### config.mk
export PLATFORM = sky130hd
export DESIGN_NAME = saturating_running_average_flat
export DESIGN_NICKNAME = d
export VERILOG_FILES = /design/src/rtl/sra_pkg.sv /design/src/rtl/sra_if.sv /design/src/rtl/sra_ctrl.sv /design/src/rtl/sra_dp.sv /design/src/rtl/saturating_running_average.sv /design/src/flat_wrapper.sv
export VERILOG_INCLUDE_DIRS = /design/src /design/src/rtl
export SDC_FILE = /design/constraint.sdc
export NUM_CORES = 2
export LEC_CHECK = 0
export BUFFER_PORTS_ARGS = -buffer_cell sky130_fd_sc_hd__buf_2
export CAP_MARGIN = 20
export CORE_MARGIN = 1.5
export CORE_UTILIZATION = 50
export DETAILED_ROUTE_END_ITERATION = 10
export GPL_ROUTABILITY_DRIVEN = 0
export PLACE_DENSITY = 0.67
export SYNTH_ARGS = -nofsm -noshare
export SYNTH_HDL_FRONTEND = slang
export SYNTH_HIERARCHICAL = 1
export SYNTH_SLANG_ARGS = --single-unit
### constraint.sdc
create_clock -name clk -period 17.85 [get_ports clk]
set_input_delay 0.8925 -clock clk [delete_from_list [all_inputs] [get_ports clk]]
set_output_delay 0.8925 -clock clk [all_outputs]
set_load 0.02 [all_outputs]
### src/rtl/saturating_running_average_assert.svh
// Assertion macros shared by the running average modules.
`ifndef SATURATING_RUNNING_AVERAGE_ASSERT_SVH
`define SATURATING_RUNNING_AVERAGE_ASSERT_SVH

// The consequent must hold in the same cycle as the antecedent.
`define SRA_ASSERT_NOW(lbl, ante, cons, msg) \
	lbl: assert property (@(posedge clk) disable iff (!arst_n) (ante) |-> (cons)) \
		else $error(msg);

// The consequent must hold in the cycle after the antecedent.
`define SRA_ASSERT_NEXT(lbl, ante, cons, msg) \
	lbl: assert property (@(posedge clk) disable iff (!arst_n) (ante) |=> (cons)) \
		else $error(msg);

`endif

### src/rtl/sra_pkg.sv
// Shared constants, types and state encoding of the running average block.
package sra_pkg;

	localparam int SampleWidthDef = 24;
	localparam int CountWidthDef = 16;

	// Register reset values.
	localparam int LimitReset = 1000;
	localparam int StartReset = -1475;

	// Register indexes, decoded from address bit 2.
	localparam logic [0:0] RegCountLimit = 1'b0;
	localparam logic [0:0] RegStartAverage = 1'b1;

	typedef enum logic [2:0] {
		ST_IDLE,
		ST_MUL,
		ST_ADD,
		ST_DIV,
		ST_DONE
	} sra_state_t;

	typedef struct packed {
		logic load;
		logic mul;
		logic add;
		logic div_step;
		logic finish;
	} sra_cmd_t;

	typedef struct packed {
		logic div_last;
	} sra_stat_t;

endpackage

### src/rtl/sra_if.sv
// Valid/ready channel interfaces for sensor items and result items.
interface sra_in_if #(
	parameter int SAMPLE_WIDTH = sra_pkg::SampleWidthDef
);
	logic                           valid;
	logic                           ready;
	logic signed [SAMPLE_WIDTH-1:0] sample;
	logic                           sensor_present;

	modport source (output valid, sample, sensor_present, input ready);
	modport sink (input valid, sample, sensor_present, output ready);
endinterface

interface sra_out_if #(
	parameter int SAMPLE_WIDTH = sra_pkg::SampleWidthDef,
	parameter int COUNT_WIDTH  = sra_pkg::CountWidthDef
);
	logic                           valid;
	logic                           ready;
	logic signed [SAMPLE_WIDTH-1:0] average;
	logic [COUNT_WIDTH-1:0]         samples_counted;

	modport source (output valid, average, samples_counted, input ready);
	modport sink (input valid, average, samples_counted, output ready);
endinterface

### src/rtl/sra_ctrl.sv
// Sequencing state machine of the running average block.
`include "saturating_running_average_assert.svh"

module sra_ctrl (
	input  logic              clk,
	input  logic              arst_n,
	input  logic              in_valid,
	output logic              in_ready,
	output logic              out_valid,
	input  logic              out_ready,
	input  sra_pkg::sra_stat_t stat,
	output sra_pkg::sra_cmd_t  cmd
);
	import sra_pkg::*;

	sra_state_t state_q;
	sra_state_t state_d;
	logic       out_valid_q;

	always_ff @(posedge clk or negedge arst_n) begin
		if (!arst_n) begin
			state_q <= ST_IDLE;
		end else begin
			state_q <= state_d;
		end
	end

	always_comb begin
		state_d  = state_q;
		cmd      = '0;
		in_ready = 1'b0;
		case (state_q)
			ST_IDLE: begin
				in_ready = 1'b1;
				if (in_valid) begin
					cmd.load = 1'b1;
					state_d  = ST_MUL;
				end
			end
			ST_MUL: begin
				cmd.mul = 1'b1;
				state_d = ST_ADD;
			end
			ST_ADD: begin
				cmd.add = 1'b1;
				state_d = ST_DIV;
			end
			ST_DIV: begin
				cmd.div_step = 1'b1;
				if (stat.div_last) begin
					state_d = ST_DONE;
				end
			end
			ST_DONE: begin
				// The result waits here until the output register is free.
				if (!out_valid_q || out_ready) begin
					cmd.finish = 1'b1;
					state_d    = ST_IDLE;
				end
			end
			default: begin
				state_d = ST_IDLE;
			end
		endcase
	end

	always_ff @(posedge clk or negedge arst_n) begin
		if (!arst_n) begin
			out_valid_q <= 1'b0;
		end else if (cmd.finish) begin
			out_valid_q <= 1'b1;
		end else if (out_ready) begin
			out_valid_q <= 1'b0;
		end
	end

	assign out_valid = out_valid_q;

	`SRA_ASSERT_NEXT(a_load_starts_mul, cmd.load, state_q == ST_MUL, "load not followed by multiply")
	`SRA_ASSERT_NOW(a_finish_slot_free, cmd.finish, !out_valid_q || out_ready, "result overwritten")
	`SRA_ASSERT_NEXT(a_finish_shows_result, cmd.finish, out_valid_q, "finished result not shown")

endmodule

### src/rtl/sra_dp.sv
// Datapath: count update, multiply, accumulate and bit-serial signed division.
`include "saturating_running_average_assert.svh"

module sra_dp #(
	parameter int SAMPLE_WIDTH = sra_pkg::SampleWidthDef,
	parameter int COUNT_WIDTH  = sra_pkg::CountWidthDef
) (
	input  logic                           clk,
	input  logic                           arst_n,
	input  sra_pkg::sra_cmd_t              cmd,
	output sra_pkg::sra_stat_t             stat,
	input  logic [COUNT_WIDTH-1:0]         count_limit,
	input  logic signed [SAMPLE_WIDTH-1:0] start_average,
	input  logic signed [SAMPLE_WIDTH-1:0] sample,
	input  logic                           sensor_present,
	output logic signed [SAMPLE_WIDTH-1:0] average,
	output logic [COUNT_WIDTH-1:0]         samples_counted
);
	import sra_pkg::*;

	localparam int AccWidth  = SAMPLE_WIDTH + COUNT_WIDTH;
	localparam int DivWidth  = AccWidth - 1;
	localparam int StepWidth = $clog2(DivWidth);

	logic [COUNT_WIDTH-1:0]         count_q;
	logic signed [SAMPLE_WIDTH-1:0] avg_q;
	logic signed [SAMPLE_WIDTH-1:0] old_q;
	logic signed [SAMPLE_WIDTH-1:0] smp_q;
	logic [COUNT_WIDTH-1:0]         n_q;
	logic [COUNT_WIDTH-1:0]         nm1_q;
	logic signed [AccWidth-1:0]     prod_q;
	logic                           neg_q;
	logic [DivWidth-1:0]            quo_q;
	logic [COUNT_WIDTH-1:0]         rem_q;
	logic [StepWidth-1:0]           step_q;
	logic signed [SAMPLE_WIDTH-1:0] average_q;
	logic [COUNT_WIDTH-1:0]         counted_q;

	logic [COUNT_WIDTH-1:0]         lim;
	logic signed [SAMPLE_WIDTH-1:0] old_avg;
	logic                           bump;
	logic signed [AccWidth:0]       prod_full;
	logic signed [AccWidth-1:0]     acc;
	logic [AccWidth-1:0]            acc_mag;
	logic [COUNT_WIDTH:0]           trial;
	logic [COUNT_WIDTH:0]           diff;
	logic                           ge;
	logic                           hi_zero;
	logic signed [SAMPLE_WIDTH-1:0] res;

	// A zero limit behaves as a limit of one.
	assign lim     = (count_limit == '0) ? COUNT_WIDTH'(1) : count_limit;
	assign old_avg = (count_q == '0) ? start_average : avg_q;
	assign bump    = count_q < lim;

	assign prod_full = (AccWidth+1)'(old_q) * (AccWidth+1)'($signed({1'b0, nm1_q}));
	assign acc       = prod_q + AccWidth'(smp_q);
	assign acc_mag   = acc[AccWidth-1] ? AccWidth'(-acc) : AccWidth'(acc);

	assign trial = {rem_q, quo_q[DivWidth-1]};
	assign diff  = trial - {1'b0, n_q};
	assign ge    = trial >= {1'b0, n_q};

	// Saturate the signed quotient to the sample range.
	assign hi_zero = quo_q[DivWidth-1:SAMPLE_WIDTH-1] == '0;
	always_comb begin
		res = '0;
		if (neg_q) begin
			res = hi_zero ? -$signed(quo_q[SAMPLE_WIDTH-1:0])
				: {1'b1, {(SAMPLE_WIDTH-1){1'b0}}};
		end else begin
			res = hi_zero ? $signed(quo_q[SAMPLE_WIDTH-1:0])
				: {1'b0, {(SAMPLE_WIDTH-1){1'b1}}};
		end
	end

	always_ff @(posedge clk or negedge arst_n) begin
		if (!arst_n) begin
			count_q <= '0;
			avg_q   <= SAMPLE_WIDTH'(StartReset);
		end else begin
			if (cmd.load && bump) begin
				count_q <= count_q + 1'b1;
			end
			if (cmd.finish) begin
				avg_q <= res;
			end
		end
	end

	always_ff @(posedge clk) begin
		if (cmd.load) begin
			old_q <= old_avg;
			smp_q <= sensor_present ? sample : old_avg;
			n_q   <= bump ? count_q + 1'b1 : count_q;
			nm1_q <= bump ? count_q : count_q - 1'b1;
		end
		if (cmd.mul) begin
			prod_q <= $signed(prod_full[AccWidth-1:0]);
		end
		if (cmd.add) begin
			neg_q  <= acc[AccWidth-1];
			quo_q  <= acc_mag[DivWidth-1:0];
			rem_q  <= '0;
			step_q <= '0;
		end
		if (cmd.div_step) begin
			rem_q  <= ge ? diff[COUNT_WIDTH-1:0] : trial[COUNT_WIDTH-1:0];
			quo_q  <= {quo_q[DivWidth-2:0], ge};
			step_q <= step_q + 1'b1;
		end
		if (cmd.finish) begin
			average_q <= res;
			counted_q <= n_q;
		end
	end

	assign stat.div_last   = step_q == StepWidth'(DivWidth - 1);
	assign average         = average_q;
	assign samples_counted = counted_q;

	`SRA_ASSERT_NEXT(a_divisor_nonzero, cmd.load, n_q != '0 && n_q == count_q, "bad divisor")
	`SRA_ASSERT_NOW(a_rem_below_divisor, cmd.div_step, rem_q < n_q, "remainder not reduced")

endmodule

### src/rtl/saturating_running_average.sv
// Top level of the saturating running average: registers, controller and datapath.
//
//   channel  | direction | handshake      | payload
//   ---------+-----------+----------------+----------------------------------
//   sensor   | in        | valid / ready  | sample, sensor_present
//   result   | out       | valid / ready  | average, samples_counted
//   config   | in        | APB write/read | count_limit (0x0), start_average (0x4)
//
// An item passes from acceptance through multiply, accumulate and the bit-serial
// divider, which retires one quotient bit per cycle, to the output register.
// A new item is accepted in the cycle after the previous result has entered the
// output register, even while that result still waits there, so the block does
// not take a new item before it is through with the last one.
// A stalled output holds its result; the finished next result then waits in
// the datapath until the output register is free.
// Reset is asynchronous and active low; it clears the count, so the first item
// after reset takes start_average as the old average.

module saturating_running_average #(
	parameter int SAMPLE_WIDTH = sra_pkg::SampleWidthDef,
	parameter int COUNT_WIDTH  = sra_pkg::CountWidthDef
) (
	input  logic        clk,
	input  logic        arst_n,
	sra_in_if.sink      sensor,
	sra_out_if.source   result,
	input  logic        psel,
	input  logic        penable,
	input  logic        pwrite,
	input  logic [2:0]  paddr,
	input  logic [31:0] pwdata,
	output logic [31:0] prdata,
	output logic        pready
);
	import sra_pkg::*;

	logic [COUNT_WIDTH-1:0]         count_limit_q;
	logic signed [SAMPLE_WIDTH-1:0] start_average_q;
	logic                           cfg_wr;
	logic [0:0]                     reg_idx;
	sra_cmd_t                       cmd;
	sra_stat_t                      stat;

	// The APB port never stalls. Registers sit at word addresses, so only
	// address bit 2 selects between them.
	assign pready  = 1'b1;
	assign reg_idx = paddr[2];
	assign cfg_wr  = psel && penable && pwrite;

	always_ff @(posedge clk or negedge arst_n) begin
		if (!arst_n) begin
			count_limit_q   <= COUNT_WIDTH'(LimitReset);
			start_average_q <= SAMPLE_WIDTH'(StartReset);
		end else if (cfg_wr) begin
			case (reg_idx)
				RegCountLimit: begin
					count_limit_q <= pwdata[COUNT_WIDTH-1:0];
				end
				RegStartAverage: begin
					start_average_q <= $signed(pwdata[SAMPLE_WIDTH-1:0]);
				end
				default: begin
				end
			endcase
		end
	end

	// Read data: the limit is zero-extended, the start average sign-extended.
	always_comb begin
		case (reg_idx)
			RegCountLimit:   prdata = 32'(count_limit_q);
			RegStartAverage: prdata = 32'(start_average_q);
			default:         prdata = '0;
		endcase
	end

	// The controller sequences load, multiply, accumulate, the divider steps
	// and the hand-over to the output register.
	sra_ctrl u_ctrl (
		.clk       (clk),
		.arst_n    (arst_n),
		.in_valid  (sensor.valid),
		.in_ready  (sensor.ready),
		.out_valid (result.valid),
		.out_ready (result.ready),
		.stat      (stat),
		.cmd       (cmd)
	);

	// The datapath holds the running state, the product, the divider and the
	// output payload register.
	sra_dp #(
		.SAMPLE_WIDTH (SAMPLE_WIDTH),
		.COUNT_WIDTH  (COUNT_WIDTH)
	) u_dp (
		.clk             (clk),
		.arst_n          (arst_n),
		.cmd             (cmd),
		.stat            (stat),
		.count_limit     (count_limit_q),
		.start_average   (start_average_q),
		.sample          (sensor.sample),
		.sensor_present  (sensor.sensor_present),
		.average         (result.average),
		.samples_counted (result.samples_counted)
	);

endmodule

### src/flat_wrapper.sv
// flat-port wrapper written by rule: the top's interface ports become plain ports
module saturating_running_average_flat import sra_pkg::*;
#(
	parameter int SAMPLE_WIDTH = sra_pkg::SampleWidthDef,
	parameter int COUNT_WIDTH  = sra_pkg::CountWidthDef
)
  (clk, arst_n, psel, penable, pwrite, paddr, pwdata, prdata, pready, sensor_valid, sensor_sample, sensor_sensor_present, sensor_ready, result_valid, result_average, result_samples_counted, result_ready);
  sra_in_if #(.SAMPLE_WIDTH(SAMPLE_WIDTH)) sensor_i ();
  sra_out_if #(.SAMPLE_WIDTH(SAMPLE_WIDTH), .COUNT_WIDTH(COUNT_WIDTH)) result_i ();
  input  logic clk;
  input  logic arst_n;
  input  logic psel;
  input  logic penable;
  input  logic pwrite;
  input  logic [2:0] paddr;
  input  logic [31:0] pwdata;
  output logic [31:0] prdata;
  output logic pready;
  input wire logic [$bits(sensor_i.valid)-1:0] sensor_valid;
  input wire logic [$bits(sensor_i.sample)-1:0] sensor_sample;
  input wire logic [$bits(sensor_i.sensor_present)-1:0] sensor_sensor_present;
  output wire logic [$bits(sensor_i.ready)-1:0] sensor_ready;
  output wire logic [$bits(result_i.valid)-1:0] result_valid;
  output wire logic [$bits(result_i.average)-1:0] result_average;
  output wire logic [$bits(result_i.samples_counted)-1:0] result_samples_counted;
  input wire logic [$bits(result_i.ready)-1:0] result_ready;
  assign sensor_i.valid = sensor_valid;
  assign sensor_i.sample = sensor_sample;
  assign sensor_i.sensor_present = sensor_sensor_present;
  assign sensor_ready = sensor_i.ready;
  assign result_valid = result_i.valid;
  assign result_average = result_i.average;
  assign result_samples_counted = result_i.samples_counted;
  assign result_i.ready = result_ready;
  saturating_running_average #(.SAMPLE_WIDTH(SAMPLE_WIDTH), .COUNT_WIDTH(COUNT_WIDTH)) u_core (.clk(clk), .arst_n(arst_n), .sensor(sensor_i), .result(result_i), .psel(psel), .penable(penable), .pwrite(pwrite), .paddr(paddr), .pwdata(pwdata), .prdata(prdata), .pready(pready));
endmodule
==> flow_summary.json <==
{
  "status": "finished clean",
  "required_ns": 18.11,
  "drtPass1Iterations": 8,
  "grt_setup_unrepaired": "no",
  "switching_share": 0.3642,
  "drt_wl_total_um": 82010,
  "rows": 92,
  "syn-mean-instance-area_um2": 10.01,
  "detail_route.wl_per_cell_um": 19.87,
  "tightest_slew_ns": 1.172,
  "min_path_type": "input pin to asynchronous set/reset pin",
  "overflow": 0,
  "syn_inst": 3202,
  "pin_count": 142,
  "syn2layout_area_growth_pct": 8.391,
  "cap_violations": 0,
  "dp.cells": 4060,
  "async_flop_share": 0.2745,
  "cts_sinks": 306,
  "p_per_area_mw_per_mm2": 89.17,
  "fmax_mhz": 129.7,
  "hpwl_um": 62660,
  "p_switching_mw": 1.128,
  "relSlewSlack": 0.2186,
  "clk_pin_slew_worst_paths_ns": 0.06,
  "leakagePower_nw": 15.94,
  "htreeDepth": 2,
  "antenna_found_initial": 7,
  "min_period_over_period": 0.4320,
  "fill_cells": 5419,
  "via_per_inst": 5.711,
  "grt_pass1_vias": 24470,
  "fin_area_mm2": 0.03473,
  "drv_slew": 0,
  "numCtsBuffers": 34,
  "postCtsSetupRepairBufs": 0,
  "grt_pass1_wl_um": 132200,
  "yosys_register_bits": 306,
  "ctsResizeCount": 0,
  "combPwrFrac": 0.392,
  "initial_core_util": 0.5071,
  "drc": 0,
  "synth_flop_cell": "edfxtp_1",
  "cts_hold_buf": 0,
  "die_w_um": 256.2,
  "synth_area_mm2": 0.03204,
  "fin_crit_ns": 7.712,
  "stdcell_count": 4127,
  "io_buffers": 130,
  "finalSetupViolCount": 0,
  "final_nets": 3868,
  "synth-edff-count": 222,
  "finClkSkew_ns": 0.02686,
  "via_count": 23570,
  "core_mm2": 0.06320,
  "cts-root-buf": "clkbuf_16",
  "power.internal_mw": 1.969,
  "detail-route-antenna-nets": 0,
  "worstSetupEndpointType": "flip-flop",
  "die-area_mm2": 0.06562,
  "drive_gt1_frac": 0.1400,
  "grtUsageTotal": 0.2532,
  "crit_fanout": 24,
  "p_seq_frac": 0.353,
  "synth_fp_nets": 3818,
  "drt_iter0_drc": 1826,
  "synth-warning-count": 6,
  "seq_area_frac_synth": 0.2754,
  "placed_area_mm2": 0.03337,
  "clock_latency_ns": 0.54,
  "grt_start_max_net_pins": 65,
  "report.power.total_mw": 3.097,
  "worstSetupPathType": "flip-flop to flip-flop",
  "cp.arrival_ns": 7.97,
  "p_clk_frac": 0.255,
  "die_h_um": 256.2,
  "hold_viol": 0,
  "yosysUniqueCellTypes": 94,
  "setup_tns_ns": 0,
  "clock_path_buffers": 3,
  "start_kind": "flip-flop",
  "cts_tree": "yes",
  "ir_drop_mv": 0.06582
}
## critical path, stage by stage (launching register included)
cell,delay [ns]
edfxtp_1,1.05
and2_1,0.27
fa_1,0.42
inv_1,0.08
fa_1,0.44
fa_1,0.51
fa_1,0.55
inv_1,0.06
fa_1,0.53
inv_1,0.05
fa_1,0.53
inv_1,0.04
ha_1,0.37
nand3_1,0.13
or3_1,0.40
a211oi_1,0.46
o21ai_0,0.23
a21o_1,0.25
a311o_1,0.35
a31oi_1,0.38
and4_1,0.26
nor3_1,0.06
## flip-flops by register name (all words and copies together), names as in the netlist, 3 cells and up
register	cells
u_core/u_dp/quo_q	39
u_core/u_dp/smp_q	24
u_core/u_dp/nm1_q	16
u_core/u_dp/old_q	24
u_core/start_average_q	24
u_core/u_dp/samples_counted	16
u_core/u_dp/avg_q	24
u_core/u_dp/step_q	6
u_core/u_dp/rem_q	16
u_core/u_dp/count_q	16
u_core/count_limit_q	16
u_core/u_dp/n_q	16
u_core/u_dp/average	24
u_core/u_dp/prod_q	40
u_core/u_ctrl/state_q	3
## metrics by stage
step	setup WS, ns	hold slack (ns)	utilization
global route	9.800	0.3537	0.5496
CTS	10.14	0.3329	0.5486
floorplan	11.27	0.4264	-
global placement	10.23	0.4396	0.5281
finish	10.14	0.3278	0.5496
detailed placement	10.19	0.4378	0.5281
## layout make-up
class	instances	area [µm²]	share of cell area
multi-input cells	2219	20650	0.5945
flip-flops and latches	306	8823	0.2540
inverters	535	2008	0.05782
well taps	846	1059	0.03048
clock buffers	46	1041	0.02997
repair buffers	156	888.4	0.02558
clock inverters	16	256.5	0.007385
diodes	3	7.507	0.0002161
## layout by cell type, fill, tap and decap left out, types with 18 or more instances in the layout
cell type	count
o211ai_1	19
mux2_2	138
buf_4	25
mux2i_1	19
and2_1	188
a31oi_1	20
a21oi_1	77
clkbuf_16	38
nor4_1	22
nand2_1	341
nand3_1	41
o31ai_1	21
dfstp_2	44
or2_2	18
xnor2_1	90
edfxtp_1	222
or3_1	28
fa_1	374
dfrtp_1	40
a21o_1	44
nand2b_1	19
nand4_1	22
buf_2	129
ha_1	175
nor3_1	62
xor2_1	63
o21ai_0	76
inv_1	535
nor2_1	110
## worst paths after layout
| kind | cells past startpoint | end | start | slack [ns] |
|---|---|---|---|---|
| worst max-delay path | 21 | u_core/u_dp/prod_q[39]$_DFFE_PP_ | u_core/u_dp/nm1_q[6]$_DFFE_PP_ | 10.14 |
| worst min-delay path | 1 | u_core/count_limit_q[0]$_DFFE_PN0P_ | arst_n | 0.33 |
| worst max register to register | 21 | u_core/u_dp/prod_q[39]$_DFFE_PP_ | u_core/u_dp/nm1_q[6]$_DFFE_PP_ | 10.14 |
| worst min register to register | 0 | u_core/u_dp/samples_counted[15]$_DFFE_PP_ | u_core/u_dp/n_q[15]$_DFFE_PP_ | 0.46 |
| max in group asynchronous | 2 | u_core/u_dp/count_q[12]$_DFFE_PN0P_ | arst_n | 16.46 |
| min in group clk | 0 | u_core/u_dp/samples_counted[15]$_DFFE_PP_ | u_core/u_dp/n_q[15]$_DFFE_PP_ | 0.46 |
## routing by layer
| layer | vias to the layer above | global-route usage | wire length [µm] |
|---|---|---|---|
| met2 | 904 | 0.4239 | 38880 |
| met3 | 143 | 0.03862 | 5899 |
| met4 | 2 | 0.07627 | 2348 |
| li1 | 10680 | - | - |
| met1 | 11840 | 0.3396 | 34880 |
| met5 | - | 0 | 8 |
## cell usage after synthesis, types with 9 or more instances
cell type,count,area share
o311ai_0,9,0.0025
nand4_1,22,0.0043
nor4_1,22,0.0043
o2111ai_1,9,0.0025
edfxtp_1,222,0.21
nand2_1,341,0.040
nor2_1,111,0.013
ha_1,175,0.068
inv_1,535,0.063
nor3_1,63,0.0098
a211oi_1,17,0.0040
o31ai_1,21,0.0049
fa_1,374,0.23
xnor2_1,90,0.025
nor2b_1,17,0.0033
mux2i_1,19,0.0059
o21ai_0,77,0.012
o21a_1,17,0.0040
dfrtp_1,40,0.031
dfstp_2,44,0.036
mux2_2,138,0.048
and2_1,189,0.037
a21oi_1,78,0.012
nand3_1,41,0.0064
mux2_4,10,0.0047
buf_4,10,0.0023
clkbuf_1,120,0.014
xor2_1,63,0.017
a31oi_1,20,0.0039
a21o_1,44,0.010
nand2b_1,19,0.0037
and3_1,15,0.0029
and4_1,12,0.0033
or2_2,18,0.0035
or3_1,28,0.0055
o211ai_1,19,0.0045
## power by group through the flow
| stage | logic, mW | clock network [mW] | registers (mW) |
|---|---|---|---|
| 6_report | 1.22 | 0.789 | 1.09 |
| 5_1_grt | 1.35 | 0.826 | 1.11 |
| 4_1_cts | 1.20 | 0.802 | 1.09 |
| 2_1_floorplan | 0.930 | 0 | 1.05 |
| 3_5_place_dp | 1.19 | 0 | 1.10 |
| 3_3_place_gp | 1.14 | 0 | 1.10 |
## logic make-up (layout without fill, tap and decap cells)
group,Yosys count,in the layout,share of synthesized area
other cells,1,4,0.0001170
flops,306,306,0.2754
buf+inv,677,753,0.08153
xor+xnor,154,154,0.04233
compound gates,412,412,0.09066
fa+ha+maj,549,549,0.3020
simple gates,936,936,0.1489
mux,167,167,0.05912
(Power assumes the default switching activity.)
